**config.mk**
```make
export PLATFORM = sky130hd
export DESIGN_NAME = websocket_frame_parser
export DESIGN_NICKNAME = d
export VERILOG_FILES = /design/src/rtl/core/wsfp_pkg.sv /design/src/rtl/core/wsfp_cfg_regs.sv /design/src/rtl/core/wsfp_hdr_check.sv /design/src/rtl/core/wsfp_parser.sv /design/src/rtl/core/websocket_frame_parser.sv
export SDC_FILE = /design/constraint.sdc
export NUM_CORES = 1
export LEC_CHECK = 0
export BUFFER_PORTS_ARGS = -buffer_cell sky130_fd_sc_hd__buf_2
export CORE_MARGIN = 2
export CORE_UTILIZATION = 54
export DETAILED_ROUTE_END_ITERATION = 6
export PLACE_DENSITY = 0.76
export SLEW_MARGIN = 20
export SYNTH_ARGS = -nofsm -noshare
export SYNTH_HDL_FRONTEND = slang
export SYNTH_SLANG_ARGS = --single-unit
```
**constraint.sdc**
```tcl
create_clock -name clk -period 7.5 [get_ports clk]
set_input_delay 0.75 -clock clk [delete_from_list [all_inputs] [get_ports clk]]
set_output_delay 0.75 -clock clk [all_outputs]
set_load 0.005 [all_outputs]
```
**src/rtl/core/wsfp_pkg.sv**
```systemverilog
// shared types, codes and constants of the websocket frame parser
package wsfp_pkg;

	// header buffer geometry
	localparam int HDR_BYTES  = 14;
	localparam int LEN_W      = 63;
	localparam int KEY_W      = 32;
	localparam int S_TDATA_W  = 8;
	localparam int M_TDATA_W  = 184;
	localparam int M_TUSER_W  = 2;
	localparam int CFG_IDX_W  = 2;

	typedef logic [LEN_W-1:0] len_t;
	typedef logic [HDR_BYTES-1:0][7:0] hdr_buf_t;

	// error codes
	localparam logic [3:0] ERR_NONE         = 4'd0;
	localparam logic [3:0] ERR_NONCANON_LEN = 4'd1;
	localparam logic [3:0] ERR_BAD_LEN64    = 4'd2;
	localparam logic [3:0] ERR_RSVD_OPCODE  = 4'd3;
	localparam logic [3:0] ERR_RSV_BITS     = 4'd4;
	localparam logic [3:0] ERR_MISSING_MASK = 4'd5;
	localparam logic [3:0] ERR_UNEXP_MASK   = 4'd6;
	localparam logic [3:0] ERR_FRAG_CTRL    = 4'd7;
	localparam logic [3:0] ERR_CTRL_LARGE   = 4'd8;
	localparam logic [3:0] ERR_FRAME_LARGE  = 4'd9;
	localparam logic [3:0] ERR_UNEXP_CONT   = 4'd10;
	localparam logic [3:0] ERR_DATA_IN_FRAG = 4'd11;

	// opcodes
	localparam logic [3:0] OP_CONT  = 4'd0;
	localparam logic [3:0] OP_TEXT  = 4'd1;
	localparam logic [3:0] OP_BIN   = 4'd2;
	localparam logic [3:0] OP_CLOSE = 4'd8;
	localparam logic [3:0] OP_PING  = 4'd9;
	localparam logic [3:0] OP_PONG  = 4'd10;

	// length field codes
	localparam logic [6:0] LEN_CODE_16   = 7'd126;
	localparam logic [6:0] LEN_CODE_64   = 7'd127;
	localparam logic [6:0] LEN_MAX_SMALL = 7'd125;

	// input kinds
	localparam logic FUNC_BYTE  = 1'b0;
	localparam logic FUNC_CLEAR = 1'b1;

	// configuration register indexes
	localparam logic [CFG_IDX_W-1:0] CFG_ROLE     = 2'd0;
	localparam logic [CFG_IDX_W-1:0] CFG_RSV_MASK = 2'd1;
	localparam logic [CFG_IDX_W-1:0] CFG_MAX_LEN  = 2'd2;

	localparam logic ROLE_CLIENT = 1'b0;
	localparam logic ROLE_SERVER = 1'b1;

	typedef struct packed {
		logic       role;
		logic [2:0] rsv_mask;
		len_t       max_bytes;
	} cfg_t;

	// decoded header with its check verdict
	typedef struct packed {
		logic [3:0]       err;
		logic             fin;
		logic [2:0]       rsv;
		logic [3:0]       op;
		logic             masked;
		logic [KEY_W-1:0] key;
		len_t             len;
	} hdr_t;

	typedef struct packed {
		logic [3:0]       error;
		logic             hdr_done;
		logic             payload_valid;
		logic [7:0]       payload_byte;
		len_t             pay_offset;
		logic             frame_end;
		logic             fin_flag;
		logic [2:0]       rsv_bits;
		logic [3:0]       frame_opcode;
		logic             is_masked;
		logic [KEY_W-1:0] mask_key;
		len_t             payload_length;
	} result_t;

endpackage

```
**src/rtl/core/wsfp_cfg_regs.sv**
```systemverilog
// configuration registers: role, permitted rsv bits, frame size limit
module wsfp_cfg_regs
	import wsfp_pkg::*;
(
	input  logic                 clk,
	input  logic                 arst_n,
	input  logic                 cfg_valid,
	output logic                 cfg_ready,
	input  logic [CFG_IDX_W-1:0] cfg_index,
	input  len_t                 cfg_data,
	output cfg_t                 cfg
);

	cfg_t cfg_q;

	assign cfg_ready = 1'b1;
	assign cfg       = cfg_q;

	// register writes, unknown indexes are dropped
	always_ff @(posedge clk or negedge arst_n) begin
		if (!arst_n) begin
			cfg_q.role      <= ROLE_SERVER;
			cfg_q.rsv_mask  <= 3'd0;
			cfg_q.max_bytes <= '0;
		end else if (cfg_valid && cfg_ready) begin
			case (cfg_index)
				CFG_ROLE:     cfg_q.role      <= cfg_data[0];
				CFG_RSV_MASK: cfg_q.rsv_mask  <= cfg_data[2:0];
				CFG_MAX_LEN:  cfg_q.max_bytes <= cfg_data;
				default:      cfg_q           <= cfg_q;
			endcase
		end
	end

endmodule

```
**src/rtl/core/wsfp_hdr_check.sv**
```systemverilog
// decodes a complete header buffer and runs the header checks in priority order
module wsfp_hdr_check
	import wsfp_pkg::*;
(
	input  hdr_buf_t hb,
	input  cfg_t     cfg,
	input  logic     in_frag,
	output hdr_t     hdr
);

	always_comb begin
		logic [6:0]       lc;
		logic [15:0]      len16;
		len_t             len64;
		logic [KEY_W-1:0] key;
		logic [3:0]       err;
		logic             ctrl;
		logic             too_big;

		lc    = hb[1][6:0];
		len16 = {hb[2], hb[3]};
		len64 = {hb[2][6:0], hb[3], hb[4], hb[5], hb[6], hb[7], hb[8], hb[9]};
		err   = ERR_NONE;

		hdr.fin    = hb[0][7];
		hdr.rsv    = hb[0][6:4];
		hdr.op     = hb[0][3:0];
		hdr.masked = hb[1][7];

		// length decode and canonical form checks
		if (lc == LEN_CODE_16) begin
			hdr.len = {{(LEN_W-16){1'b0}}, len16};
			key     = {hb[4], hb[5], hb[6], hb[7]};
			if (len16 <= {9'd0, LEN_MAX_SMALL}) err = ERR_NONCANON_LEN;
		end else if (lc == LEN_CODE_64) begin
			hdr.len = len64;
			key     = {hb[10], hb[11], hb[12], hb[13]};
			if (hb[2][7]) err = ERR_BAD_LEN64;
			else if (len64[LEN_W-1:16] == '0) err = ERR_NONCANON_LEN;
		end else begin
			hdr.len = {{(LEN_W-7){1'b0}}, lc};
			key     = {hb[2], hb[3], hb[4], hb[5]};
		end
		hdr.key = hdr.masked ? key : '0;

		ctrl    = hdr.op[3];
		too_big = (cfg.max_bytes != '0) && (hdr.len > cfg.max_bytes);

		// remaining checks, first failure wins
		if (err != ERR_NONE)
			hdr.err = err;
		else if (!(hdr.op inside {OP_CONT, OP_TEXT, OP_BIN, OP_CLOSE, OP_PING, OP_PONG}))
			hdr.err = ERR_RSVD_OPCODE;
		else if ((hdr.rsv & ~cfg.rsv_mask) != 3'd0)
			hdr.err = ERR_RSV_BITS;
		else if (cfg.role == ROLE_SERVER && !hdr.masked)
			hdr.err = ERR_MISSING_MASK;
		else if (cfg.role == ROLE_CLIENT && hdr.masked)
			hdr.err = ERR_UNEXP_MASK;
		else if (ctrl && !hdr.fin)
			hdr.err = ERR_FRAG_CTRL;
		else if (ctrl && hdr.len > {{(LEN_W-7){1'b0}}, LEN_MAX_SMALL})
			hdr.err = ERR_CTRL_LARGE;
		else if (too_big)
			hdr.err = ERR_FRAME_LARGE;
		else if (hdr.op == OP_CONT && !in_frag)
			hdr.err = ERR_UNEXP_CONT;
		else if ((hdr.op == OP_TEXT || hdr.op == OP_BIN) && in_frag)
			hdr.err = ERR_DATA_IN_FRAG;
		else
			hdr.err = ERR_NONE;
	end

endmodule

```
**src/rtl/core/wsfp_parser.sv**
```systemverilog
// parser state: header collection, payload counting, fragmentation and sticky error
module wsfp_parser
	import wsfp_pkg::*;
(
	input  logic       clk,
	input  logic       arst_n,
	input  logic       step,
	input  logic       func,
	input  logic [7:0] data_byte,
	input  cfg_t       cfg,
	output result_t    res
);

	hdr_buf_t         hb_q;
	logic [3:0]       count_q;
	len_t             left_q;
	len_t             offset_q;
	logic             in_payload_q;
	logic             in_frag_q;
	logic [3:0]       sticky_q;
	logic             fin_q;
	logic [2:0]       rsv_q;
	logic [3:0]       op_q;
	logic             masked_q;
	logic [KEY_W-1:0] key_q;
	len_t             len_q;

	hdr_buf_t         hb_n;
	logic [3:0]       cnt_n;
	logic [3:0]       need;
	logic             complete;
	hdr_t             hdr;

	logic             hb_we;
	logic [3:0]       count_d;
	len_t             left_d;
	len_t             offset_d;
	logic             in_payload_d;
	logic             in_frag_d;
	logic [3:0]       sticky_d;
	logic             latch_hdr;
	logic             clear;

	// header buffer with the current byte placed
	always_comb begin
		hb_n          = hb_q;
		hb_n[count_q] = data_byte;
	end

	// header size implied by the second byte
	always_comb begin
		need = 4'd2;
		if (hb_n[1][6:0] == LEN_CODE_16) need = 4'd4;
		else if (hb_n[1][6:0] == LEN_CODE_64) need = 4'd10;
		if (hb_n[1][7]) need = need + 4'd4;
	end

	assign cnt_n    = count_q + 4'd1;
	assign complete = (cnt_n >= 4'd2) && (cnt_n == need);

	wsfp_hdr_check u_check (
		.hb      (hb_n),
		.cfg     (cfg),
		.in_frag (in_frag_q),
		.hdr     (hdr)
	);

	// next state and result
	always_comb begin
		hb_we        = 1'b0;
		count_d      = count_q;
		left_d       = left_q;
		offset_d     = offset_q;
		in_payload_d = in_payload_q;
		in_frag_d    = in_frag_q;
		sticky_d     = sticky_q;
		latch_hdr    = 1'b0;
		clear        = 1'b0;

		res                = '0;
		res.fin_flag       = fin_q;
		res.rsv_bits       = rsv_q;
		res.frame_opcode   = op_q;
		res.is_masked      = masked_q;
		res.mask_key       = key_q;
		res.payload_length = len_q;

		if (func == FUNC_CLEAR) begin
			clear        = 1'b1;
			count_d      = 4'd0;
			left_d       = '0;
			offset_d     = '0;
			in_payload_d = 1'b0;
			in_frag_d    = 1'b0;
			sticky_d     = ERR_NONE;
			res          = '0;
		end else if (sticky_q != ERR_NONE) begin
			res.error = sticky_q;
		end else if (!in_payload_q) begin
			// header byte
			hb_we   = 1'b1;
			count_d = cnt_n;
			if (complete) begin
				latch_hdr          = 1'b1;
				res.fin_flag       = hdr.fin;
				res.rsv_bits       = hdr.rsv;
				res.frame_opcode   = hdr.op;
				res.is_masked      = hdr.masked;
				res.mask_key       = hdr.key;
				res.payload_length = hdr.len;
				res.error          = hdr.err;
				if (hdr.err != ERR_NONE) begin
					sticky_d = hdr.err;
				end else begin
					if (hdr.op == OP_CONT) begin
						if (hdr.fin) in_frag_d = 1'b0;
					end else if ((hdr.op == OP_TEXT || hdr.op == OP_BIN) && !hdr.fin) begin
						in_frag_d = 1'b1;
					end
					res.hdr_done     = 1'b1;
					count_d          = 4'd0;
					offset_d         = '0;
					left_d           = hdr.len;
					in_payload_d     = (hdr.len != '0);
					res.frame_end    = (hdr.len == '0);
				end
			end
		end else begin
			// payload byte
			res.payload_valid  = 1'b1;
			res.payload_byte   = data_byte;
			res.pay_offset     = offset_q;
			offset_d           = offset_q + len_t'(1);
			left_d             = left_q - len_t'(1);
			if (left_q == len_t'(1)) begin
				in_payload_d       = 1'b0;
				count_d            = 4'd0;
				res.frame_end      = 1'b1;
			end
		end
	end

	// control state
	always_ff @(posedge clk or negedge arst_n) begin
		if (!arst_n) begin
			count_q      <= 4'd0;
			left_q       <= '0;
			offset_q     <= '0;
			in_payload_q <= 1'b0;
			in_frag_q    <= 1'b0;
			sticky_q     <= ERR_NONE;
			fin_q        <= 1'b0;
			rsv_q        <= 3'd0;
			op_q         <= 4'd0;
			masked_q     <= 1'b0;
			key_q        <= '0;
			len_q        <= '0;
		end else if (step) begin
			count_q      <= count_d;
			left_q       <= left_d;
			offset_q     <= offset_d;
			in_payload_q <= in_payload_d;
			in_frag_q    <= in_frag_d;
			sticky_q     <= sticky_d;
			if (clear) begin
				fin_q    <= 1'b0;
				rsv_q    <= 3'd0;
				op_q     <= 4'd0;
				masked_q <= 1'b0;
				key_q    <= '0;
				len_q    <= '0;
			end else if (latch_hdr) begin
				fin_q    <= hdr.fin;
				rsv_q    <= hdr.rsv;
				op_q     <= hdr.op;
				masked_q <= hdr.masked;
				key_q    <= hdr.key;
				len_q    <= hdr.len;
			end
		end
	end

	// header bytes, only positions below the fill count are ever read
	always_ff @(posedge clk) begin
		if (step && hb_we) hb_q <= hb_n;
	end

endmodule

```
**src/rtl/core/websocket_frame_parser.sv**
```systemverilog
// top level: input register, parser state and output register of the frame parser
//
// Usage:
//   s_tvalid/s_tready/s_tdata/s_tuser carry one stream item per accepted cycle:
//   s_tdata is the received byte, s_tuser set means clear the parser state and
//   any sticky error (the byte is then ignored).
//   m_tvalid/m_tready/m_tdata/m_tuser/m_tlast return exactly one result item per
//   input item, in order. m_tlast marks the byte that ends a frame, m_tuser
//   flags a completed valid header and a payload byte.
//   cfg_valid/cfg_ready/cfg_index/cfg_data write the role, permitted rsv bits
//   and frame size limit; write them only while no item is in flight.
// Order: an accepted item passes the input register, then the output register, where
//   its result is offered on m_* until m_tready takes it.
// Throughput: one item per cycle while m_tready is high; every header check and
//   counter update is done combinationally between the input and output registers.
// Reset: arst_n clears the parser control state, empties both registers and sets the
//   configuration to server role, no rsv bits, no size limit.
// Stall: while m_tready is low the output register holds its result, the input
//   register still takes one more item, then s_tready drops until m_tready returns.
module websocket_frame_parser
	import wsfp_pkg::*;
(
	input  logic                 clk,
	input  logic                 arst_n,
	input  logic                 s_tvalid,
	output logic                 s_tready,
	input  logic [S_TDATA_W-1:0] s_tdata,   // [7:0] data_byte
	input  logic                 s_tuser,   // [0] func
	output logic                 m_tvalid,
	input  logic                 m_tready,
	// [3:0] error, [11:4] payload_byte, [74:12] pay_offset, [75] fin_flag,
	// [78:76] rsv_bits, [82:79] frame_opcode, [83] is_masked, [115:84] mask_key,
	// [178:116] payload_length, [183:179] zero
	output logic [M_TDATA_W-1:0] m_tdata,
	output logic [M_TUSER_W-1:0] m_tuser,   // [0] hdr_done, [1] payload_valid
	output logic                 m_tlast,   // frame_end
	input  logic                 cfg_valid,
	output logic                 cfg_ready,
	input  logic [CFG_IDX_W-1:0] cfg_index,
	input  len_t                 cfg_data
);

	logic       valid_s1;
	logic       func_s1;
	logic [7:0] byte_s1;
	logic       out_valid_q;
	result_t    res_q;
	result_t    res;
	cfg_t       cfg;
	logic       step;

	// item moves from input register to output register
	assign step     = valid_s1 && (!out_valid_q || m_tready);
	assign s_tready = !valid_s1 || step;

	wsfp_cfg_regs u_cfg (
		.clk       (clk),
		.arst_n    (arst_n),
		.cfg_valid (cfg_valid),
		.cfg_ready (cfg_ready),
		.cfg_index (cfg_index),
		.cfg_data  (cfg_data),
		.cfg       (cfg)
	);

	wsfp_parser u_parser (
		.clk       (clk),
		.arst_n    (arst_n),
		.step      (step),
		.func      (func_s1),
		.data_byte (byte_s1),
		.cfg       (cfg),
		.res       (res)
	);

	// input register
	always_ff @(posedge clk or negedge arst_n) begin
		if (!arst_n) begin
			valid_s1 <= 1'b0;
		end else if (s_tvalid && s_tready) begin
			valid_s1 <= 1'b1;
		end else if (step) begin
			valid_s1 <= 1'b0;
		end
	end

	always_ff @(posedge clk) begin
		if (s_tvalid && s_tready) begin
			func_s1 <= s_tuser;
			byte_s1 <= s_tdata;
		end
	end

	// output register
	always_ff @(posedge clk or negedge arst_n) begin
		if (!arst_n) begin
			out_valid_q <= 1'b0;
		end else if (step) begin
			out_valid_q <= 1'b1;
		end else if (m_tready) begin
			out_valid_q <= 1'b0;
		end
	end

	always_ff @(posedge clk) begin
		if (step) res_q <= res;
	end

	// result packing
	assign m_tvalid = out_valid_q;
	assign m_tlast  = res_q.frame_end;
	assign m_tuser  = {res_q.payload_valid, res_q.hdr_done};
	assign m_tdata  = {5'd0, res_q.payload_length, res_q.mask_key, res_q.is_masked,
			res_q.frame_opcode, res_q.rsv_bits, res_q.fin_flag, res_q.pay_offset,
			res_q.payload_byte, res_q.error};

endmodule

```
# == Yosys cells after proc, flatten, opt, wreduce, memory -nomap -nowiden ==
# Index checks and enable logic that the tools add are counted.
# W data, S select, Z words.
# op_classes
add_sub_neg,4
order_cmp,6
eq_ne,17
mux,96
bitwise,5
reduce_logical,51
# op_table
cell,n
$mux W63,14
$mux W104,2
$mux W32,5
$reduce_bool A63 Y1,2
$bwmux W112,1
$mux W4,28
$mux W105,1
$mux W72,1
$add A63 B1 Y63 const B,1
$eq A63 B1 Y1 const B,1
$gt A63 B63 Y1,1
$gt A63 B7 Y1 const B,1
$logic_not A63 Y1,1
$sub A63 B1 Y63 const B,1
$logic_not A47 Y1,1
$mux W1,36
$demux W8 S4,1
$le A16 B7 Y1 const B,1
$eq A7 B7 Y1 const B,2
$logic_and A1 B1 Y1,13
$eq A4 B4 Y1 const B,3
$reduce_bool A4 Y1,3
$mux W5,2
$reduce_and A2 Y1,5
other kinds (33),52
# totals
register_bits,612
wordCells,224

# == Logic depth before layout (Yosys ltp) ==
# Gate-level depths: netlist (run 1).
# depth
depth_word,24
ltp_mapped,25
ltp_nobuf,20

# == Cells and area by module ==
# A second synthesis (run 1) with hierarchy kept.
# hier_totals
cells_unflattened,3101
hier_area_um2,32274.7
# by_module_without_submodules
module,instances,cells_per_inst,area_per_inst_um2,seq_area_each_um2
wsfp_parser,1,2204,19859.0,9369.0
websocket_frame_parser,1,205,5880.6,5785.5
wsfp_hdr_check,1,546,3712.3,0.0
wsfp_cfg_regs,1,146,2822.7,1677.9

# == Least setup slack after synthesis (run 1) ==
# Ideal clock, no wire load.
# synth_path
path_type,in2reg
start,input port m_tready
end,register u_parser.left_q[2]
arrival_time_ps,7737
required_ps,7355
slack_ps,-382
cell_stages,7
path_buffers,0
cell_sequence,nand2b_1 > nand2_1 > clkinv_1 > nand3_1 > inv_1 > nand2_1 > o221ai_1
# synth_via
elab_chain_cells,3
# synth_lines
item,line_no,source
"start, declared",websocket_frame_parser.sv:30,"input logic m_tready,"
$logic_or A1 B1 Y1,websocket_frame_parser.sv:53,assign step = valid_s1 && (!out_valid_q || m_tready);
$logic_and A1 B1 Y1,websocket_frame_parser.sv:53,
via step,websocket_frame_parser.sv:50,logic step;
$reduce_and A4 Y1 (no source line),--,
"end signal, assigned",wsfp_parser.sv:160,left_q <= left_d;
"end, declared",wsfp_parser.sv:16,len_t left_q;
# The timed path passes the listed nets, and every way through them passes these cells.
# A chain may end at the register's enable or synchronous reset.

# == Worst setup path after layout (run 1) ==
# layout_path
start,register u_parser.count_q[0]
end,register u_parser.left_q[1]
# layout_via
elab_chain_cells,21
elab_cells_between_ends,66
classes_between,add/sub: 2; order compare: 6; eq/ne: 9; mux: 28; bitwise: 1; reduce/logical: 20
# layout_lines
item,line_no,source
"start, declared",wsfp_parser.sv:15,logic [3:0] count_q;
"start signal, assigned",wsfp_parser.sv:159,count_q <= count_d;
$lt A4 B5 Y1 (not written as such) / $ge A4 B1 Y1 (equally long branches),wsfp_parser.sv:47,hb_n[count_q] = data_byte;
$logic_and A1 B1 Y1 (not written as such),wsfp_parser.sv:47,
$mux W8 (not written as such),wsfp_parser.sv:47,
$demux W8 S4,--,
$bwmux W112,wsfp_parser.sv:47,
"$eq A7 B7 Y1, or another cell as far along","wsfp_hdr_check.sv:35, wsfp_parser.sv:54",
$mux W63 / $logic_or A1 B1 Y1 (equally long branches),"wsfp_hdr_check.sv:35, wsfp_hdr_check.sv:68",
$mux W63 / $logic_and A1 B1 Y1 (equally long branches),"wsfp_hdr_check.sv:31, wsfp_hdr_check.sv:68",
[... 5 more ...],--,
$mux W4,wsfp_hdr_check.sv:58,else if (cfg.role == ROLE_CLIENT && hdr.masked)
$mux W4,wsfp_hdr_check.sv:56,else if (cfg.role == ROLE_SERVER && !hdr.masked)
$mux W4,wsfp_hdr_check.sv:54,else if ((hdr.rsv & ~cfg.rsv_mask) != 3'd0)
$mux W4,wsfp_hdr_check.sv:52,"else if (!(hdr.op inside {OP_CONT, OP_TEXT, OP_BIN, OP_CLOSE, OP_PING, OP_PONG}))"
$mux W4,wsfp_hdr_check.sv:50,if (err != ERR_NONE)
$reduce_bool A4 Y1,wsfp_parser.sv:112,if (hdr.err != ERR_NONE) begin
$ne A3 B2 Y1 (no source line),--,
$reduce_and A4 Y1 (no source line),--,
# Parallel ways exist; a longest one is shown, timed or not. The select of a mux whose other input is x is not followed.

==> reports/metrics.cfg, run 1 <==
[outcome]
status = complete, but fails checks
violations = design-rule violations

[logic_synthesis]
synth_edf_count = 303
async_flop_share = 0.505
synth_top_cell_by_area = edfxtp_1
seq_area_frac_synth = 0.545
synth.avg_cell_area_um2 = 10.4
syn-cell-area_mm2 = 0.0309
synth_seq_cells = 612
synthCells = 2969
yosysTopAreaCellShare = 0.295
synth_cell_types = 86
ys_warn_count = 0
netlist_top_cells_area = edfxtp_1, dfrtp_1, mux2_2
synth_ff_type = dfrtp_1

[clocking]
root_buffer = clkbuf_16
ctsResizeCount = 0
hold_buffers = 0
cts.sinks = 612
clockBufferDepth = 3
clk_pin_slew_ps = 70
tritoncts = yes
cts_buffers = 61
post-cts-setup-buffers = 0
clk_latency_ps = 640
h-tree-depth = 2

[worst_setup_path]
worst-setup-path-type = flip-flop to flip-flop
endpoint_kind = flip-flop
ff2ff_setup_slack_ps = 330
reg2reg_to = u_parser.left_q[1]
regToRegStartpoint = u_parser.count_q[0]
crit_end = u_parser.left_q[1]
required_ps = 8020
start_kind = flip-flop
crit_fanout = 25
worst_ep_arrival_time_ps = 7690
worst-r2r-cell-count = 18
worstSetupStartpoint = u_parser.count_q[0]

[sta]
setup_viol_count_final = 0
worst_hold_slack_ps = 107
finalSetupTns_ps = 0
finalMaxSlewViolations = 0
min_period_over_period = 0.955
fin_crit_ps = 7170
slew_headroom = 0.279
rsz0062_at_grt = false
fmax_ghz = 0.140
fin_skew_ps = 16.7
hold_viol = 0
tightestPinTransition_ps = 1080

[drt]
wl_um = 101000
viasPerCell = 6.49
vias = 25938
drc = 1
post_drt_wl_per_cell_um = 25.3
drt_first_pass_iters = 7
drtIter0Drc = 3844
drtAntennaViolNets = 0

[worst_hold_path]
hold_class = input port to async pin

[placement]
place_hpwl_um = 70800
io_buffer_count = 262
post-place-cells = 3885
gp_congestion = 1.02

[finish]
layout-drive-gt1-share = 0.188
final.fill_count = 4451
diodes = 0
fin_cells = 3999
utilization = 0.622
syn2layout_area_growth_pct = 13.8
nets = 3335

[floorplan]
fp.dieArea_mm2 = 0.0591
rows = 87
die_y_um = 243
initial_core_util = 0.546
ios = 269
core_mm2 = 0.0565
die_width_um = 243

[grt]
grt_max_degree = 128
grt_overflow = 0
grtUsageTotal = 0.340
grt_pass1_wl_um = 153000
antenna_found_initial = 1
grt_pass1_vias = 24586

[power_and_ir_drop]
p_leak_nw = 15.0
power-per-cell-area_mw_per_mm2 = 288
ir_drop_v = 0.000177

[run]
cap_violations = 0

metal layers:
metal  vias to the layer above  wire length (um)  GRT usage
met5                         -                12          0
met4                         2              6230      0.174
met3                       314             10700     0.0716
met2                      1575             42900      0.491
met1                     12622             41300      0.485
li1                      11425                 -          -
how the worst min path moves through the flow:
| stage | from | to | slack [ps] | cells after the start |
|---|---|---|---|---|
| after CTS | arst_n | u_parser.len_q[24] | 150 | 1 |
| final | arst_n | u_parser.len_q[24] | 110 | 1 |
| after floorplan | u_parser.len_q[62] | u_parser.len_q[62] | 440 | 2 |
| after global placement | u_parser.len_q[62] | u_parser.len_q[62] | 450 | 2 |
| after global routing | arst_n | u_parser.len_q[20] | 160 | 1 |
| after detailed placement | u_parser.rsv_q[2] | u_parser.rsv_q[2] | 470 | 2 |
cell type report:
class,count,area (um2),area share
multi-input cells,2019,12800,0.364
clock inverters,25,293,0.00833
clock buffers,89,1720,0.0490
well taps,756,946,0.0269
flip-flops and latches,612,16800,0.479
inverters,146,558,0.0159
repair buffers,352,2020,0.0574
kinds of logic after synthesis:
| family | count (synthesis) | share of synthesized area |
|---|---|---|
| simple gates | 1020 | 0.164 |
| fa+ha+maj | 66 | 0.0266 |
| other cells | 2 | 0.000243 |
| compound gates | 741 | 0.154 |
| xor+xnor | 11 | 0.00312 |
| buf+inv | 342 | 0.0450 |
| flops | 612 | 0.545 |
| mux | 175 | 0.0622 |
critical path, cell delays in order, from the launching register on:
cell,delay (ps)
dfrtp_1,470
ha_1,330
nor3b_2,240
nor4b_1,960
nor2_2,440
buf_4,330
nor2_1,580
ha_1,380
a221oi_1,330
o21a_1,170
o21ai_0,150
o21ai_0,350
nor4b_1,290
a41oi_1,110
a41oi_1,310
a211o_1,280
o21ai_4,140
nor2_1,740
mux2_2,410
cells in the mapped netlist, types with 15 or more instances:
master    number
dfrtp_1      308
edfxtp_1     303
nand2_1      293
a21oi_1      247
nor2_1       241
o21ai_0      163
inv_1        143
clkbuf_1     134
mux2_2       115
and3_1        93
nor3_1        72
o31ai_1       71
ha_1          64
mux2i_1       58
nand4_1       58
a22o_1        54
nand3_1       52
a211oi_1      45
or3_1         44
nor4_1        41
or4_1         41
buf_2         32
and2_1        23
a31oi_1       17
buf_4         15
cells in the final DEF (no fill, tap or decap), types with 61 or more instances in the layout:
master and count:
dfrtp_1 308, edfxtp_1 303, nand2_1 293, buf_2 261
a21oi_1 245, nor2_1 238, o21ai_0 163, inv_1 142
mux2_2 115, and3_1 93, buf_4 87, o31ai_1 71
nor3_1 70, ha_1 64, clkbuf_16 61
sequential cells by signal, indices dropped and copies added, names as in the netlist, 2 cells and up:
register           count
u_cfg.cfg             67
u_parser.len_q        63
u_parser.sticky_q      4
m_tuser                2
u_parser.count_q       4
byte_s1                8
u_parser.left_q       63
u_parser.rsv_q         3
u_parser.hb_q        112
u_parser.offset_q     63
u_parser.op_q          4
u_parser.key_q        32
m_tdata              179
power by group:
part / total, mW / internal [mW] / leakage (nW) / switching [mW]
registers: 4.19 / 3.94 / 7.09 / 0.252
logic: 2.79 / 0.832 / 6.90 / 1.96
clock network: 3.13 / 1.79 / 0.977 / 1.33
total: 10.1 / 6.56 / 15.0 / 3.55
through the flow:
stage	setup slack, ps	cell area [um2]	power, mW
floorplan	1460	30900	5.92
global placement	769	33100	6.84
detailed placement	611	33100	6.92
CTS	592	35100	10.0
global route	12.0	35100	10.5
finish	335	35100	10.1
No activity file was read; power rests on OpenSTA's default activity.
==> inputs of run 2 (changes only) <==
--- a/config.mk
+++ b/config.mk
@@ -5,10 +5,11 @@
 export SDC_FILE = /design/constraint.sdc
 export NUM_CORES = 1
 export LEC_CHECK = 0
-export BUFFER_PORTS_ARGS = -buffer_cell sky130_fd_sc_hd__buf_2
 export CORE_MARGIN = 2
-export CORE_UTILIZATION = 54
+export CORE_UTILIZATION = 58
+export CTS_BUF_LIST = sky130_fd_sc_hd__clkbuf_8 sky130_fd_sc_hd__clkbuf_16
 export DETAILED_ROUTE_END_ITERATION = 6
+export DONT_BUFFER_PORTS = 1
 export PLACE_DENSITY = 0.76
 export SLEW_MARGIN = 20
 export SYNTH_ARGS = -nofsm -noshare
==> run 2 against run 1 <==
- clock skew up 5.5 ps
- sequential share of layout area increased by 1.8 points
- register-to-register slack better by 380 ps
- the run ends with design-rule violations, negative hold slack left
==> reports/metrics.cfg, run 2 (synthesis results as in run 1) <==
[outcome]
status = complete, but fails checks
violations = design-rule violations, negative hold slack

[grt]
grt_pass1_wl_um = 157000  ; +2.2%
grt_overflow = 0  ; unchanged
grtUsageTotal = 0.377  ; +0.0369
grt_pass1_vias = 24121  ; -1.9%
grt_max_degree = 310  ; +140%
antenna_found_initial = 2  ; +1

[placement]
io_buffer_count = 0  ; -100%
gp_congestion = 1.05  ; +3.1%
place_hpwl_um = 72300  ; +2.2%

[power_and_ir_drop]
switching_share = 0.359  ; +0.00791
p_clk_frac = 0.320  ; +0.011
p_int_mw = 6.55  ; -0.10%
ir_drop_v = 0.000213  ; +20%
finalPower_mw = 10.2  ; +1.1%
p_seq_frac = 0.413  ; about the same
switchingPower_mw = 3.67  ; +3.4%
combPwrFrac = 0.267  ; -0.009
power-per-cell-area_mw_per_mm2 = 302  ; +5.0%
p_leak_nw = 14.0  ; -6.7%

[run]
cap_violations = 0  ; unchanged

[sta]
rsz0062_at_grt = false
tightestPinTransition_ps = 1210  ; +131 ps
fmax_ghz = 0.147  ; +5.5%
finalMaxSlewViolations = 0  ; unchanged
min_period_over_period = 0.905  ; -0.0500
slew_headroom = 0.194  ; -0.0846
worst_hold_slack_ps = -159  ; -266 ps
setup_viol_count_final = 0  ; unchanged
finalSetupTns_ps = 0  ; unchanged
fin_skew_ps = 22.2  ; +5.51 ps
hold_viol = 107  ; +107
fin_crit_ps = 6790  ; -375 ps

[drt]
vias = 25265  ; -2.6%
viasPerCell = 6.89  ; +6.2%
drt_first_pass_iters = 7  ; unchanged
drtIter0Drc = 3219  ; -16%
drtAntennaViolNets = 0  ; unchanged
wl_um = 105000  ; +4.1%
drc = 3  ; +2
post_drt_wl_per_cell_um = 28.7  ; +13%

[worst_setup_path]
worst-setup-path-type = flip-flop to flip-flop
worst-r2r-cell-count = 21  ; +3
crit_fanout = 28  ; +12%
required_ps = 8020  ; about the same
start_kind = flip-flop
endpoint_kind = flip-flop
worst_ep_arrival_time_ps = 7310  ; -380 ps

[clocking]
tritoncts = yes
root_buffer = clkbuf_16
h-tree-depth = 3  ; +1
cts_buffers = 67  ; +9.8%
ctsResizeCount = 0  ; unchanged
post-cts-setup-buffers = 0  ; unchanged
clk_pin_slew_ps = 60  ; about the same
cts.sinks = 612  ; unchanged
clockBufferDepth = 3  ; unchanged
clk_latency_ps = 620  ; -20 ps

[finish]
layout_commonest_cell = dfrtp_1
diodes = 0  ; unchanged
syn2layout_area_growth_pct = 9.68
nets = 3071  ; -7.9%
largest_register_ffs = 179  ; unchanged
layout_common_cells = dfrtp_1, edfxtp_1, nand2_1
layout-drive-gt1-share = 0.118  ; -0.0707

[floorplan]
die_width_um = 235  ; -3.5%
ios = 269  ; unchanged
initial_core_util = 0.588  ; +0.0410
rows = 84  ; -3.4%
core_mm2 = 0.0526  ; -7.0%
die_y_um = 235  ; -3.5%
fp.dieArea_mm2 = 0.0551  ; -6.8%

[worst_hold_path]
hold_class = input port to async pin

run 2: cell types whose count changed in the layout (fill, tap and decap cells not counted), sizes merged:
cell,before,now
bufinv,6,3
clkinv,13,23
clkinvlp,4,5
clkbuf,89,74
inv,148,163
buf,352,82
run 2: worst paths after layout:
check | start | endpoint | slack [ps]
max reg2reg | u_parser.count_q[1] | u_parser.left_q[45] | 710
min in group clk | s_tuser | func_s1 | 220
max in group asynchronous | arst_n | u_cfg.cfg[48] | 6680
max | u_parser.count_q[1] | u_parser.left_q[45] | 710
min | arst_n | u_parser.masked_q | -160
min reg2reg | u_parser.op_q[3] | u_parser.op_q[3] | 480
run 2: layout make-up:
type,instances,area (um2)
multi-input combinational,2019,12800
sequential,612,16800
tap,688,861
clock buffer,74,1810
inverter,146,558
timing repair buffer,82,678
clock inverter,48,354
fill,4099,18700
run 2: power groups by stage:
stage                     logic, mW  clock network (mW)  registers, mW
after floorplan                1.75                   0           4.17
after global placement         2.55                   0           4.26
after detailed placement       2.60                   0           4.27
after CTS                      2.62                3.29           4.21
after global routing           2.89                3.43           4.25
final                          2.73                3.27           4.22
run 2: stage by stage:
step / util / instances / worst slack (ps) / cell area [um2] / hold WS (ps)
6_report: 0.644 / 3669 / 710 / 33900 / -159
4_1_cts: 0.644 / 3669 / 898 / 33900 / -164
5_1_grt: 0.644 / 3669 / 373 / 33900 / -178
2_1_floorplan: - / 2973 / 1460 / 30900 / 439
3_5_place_dp: 0.603 / 3547 / 928 / 31700 / 468
3_3_place_gp: 0.603 / 3547 / 1190 / 31700 / 453
run 2: routing by layer:
metal | routed length, um | global-route usage
met1 | 41800 | 0.527
met2 | 45400 | 0.544
met3 | 11300 | 0.0879
met4 | 6810 | 0.209
met5 | 13 | 0
run 2: worst max-delay path, cell delays in order (launching register included):
cell and delay (ps):
dfrtp_1 410, inv_1 110, ha_1 270, nor3b_2 230, nor4b_1 740, nor2_2 290
buf_4 310, nor2_1 760, ha_1 410, a221oi_1 280, o21a_1 160, o21ai_0 160
o21ai_0 380, nor4b_1 310, a41oi_1 100, a41oi_1 260, a211o_1 270, o21ai_4 200
buf_12 230, or3_1 340, buf_4 230, o21ai_0 220
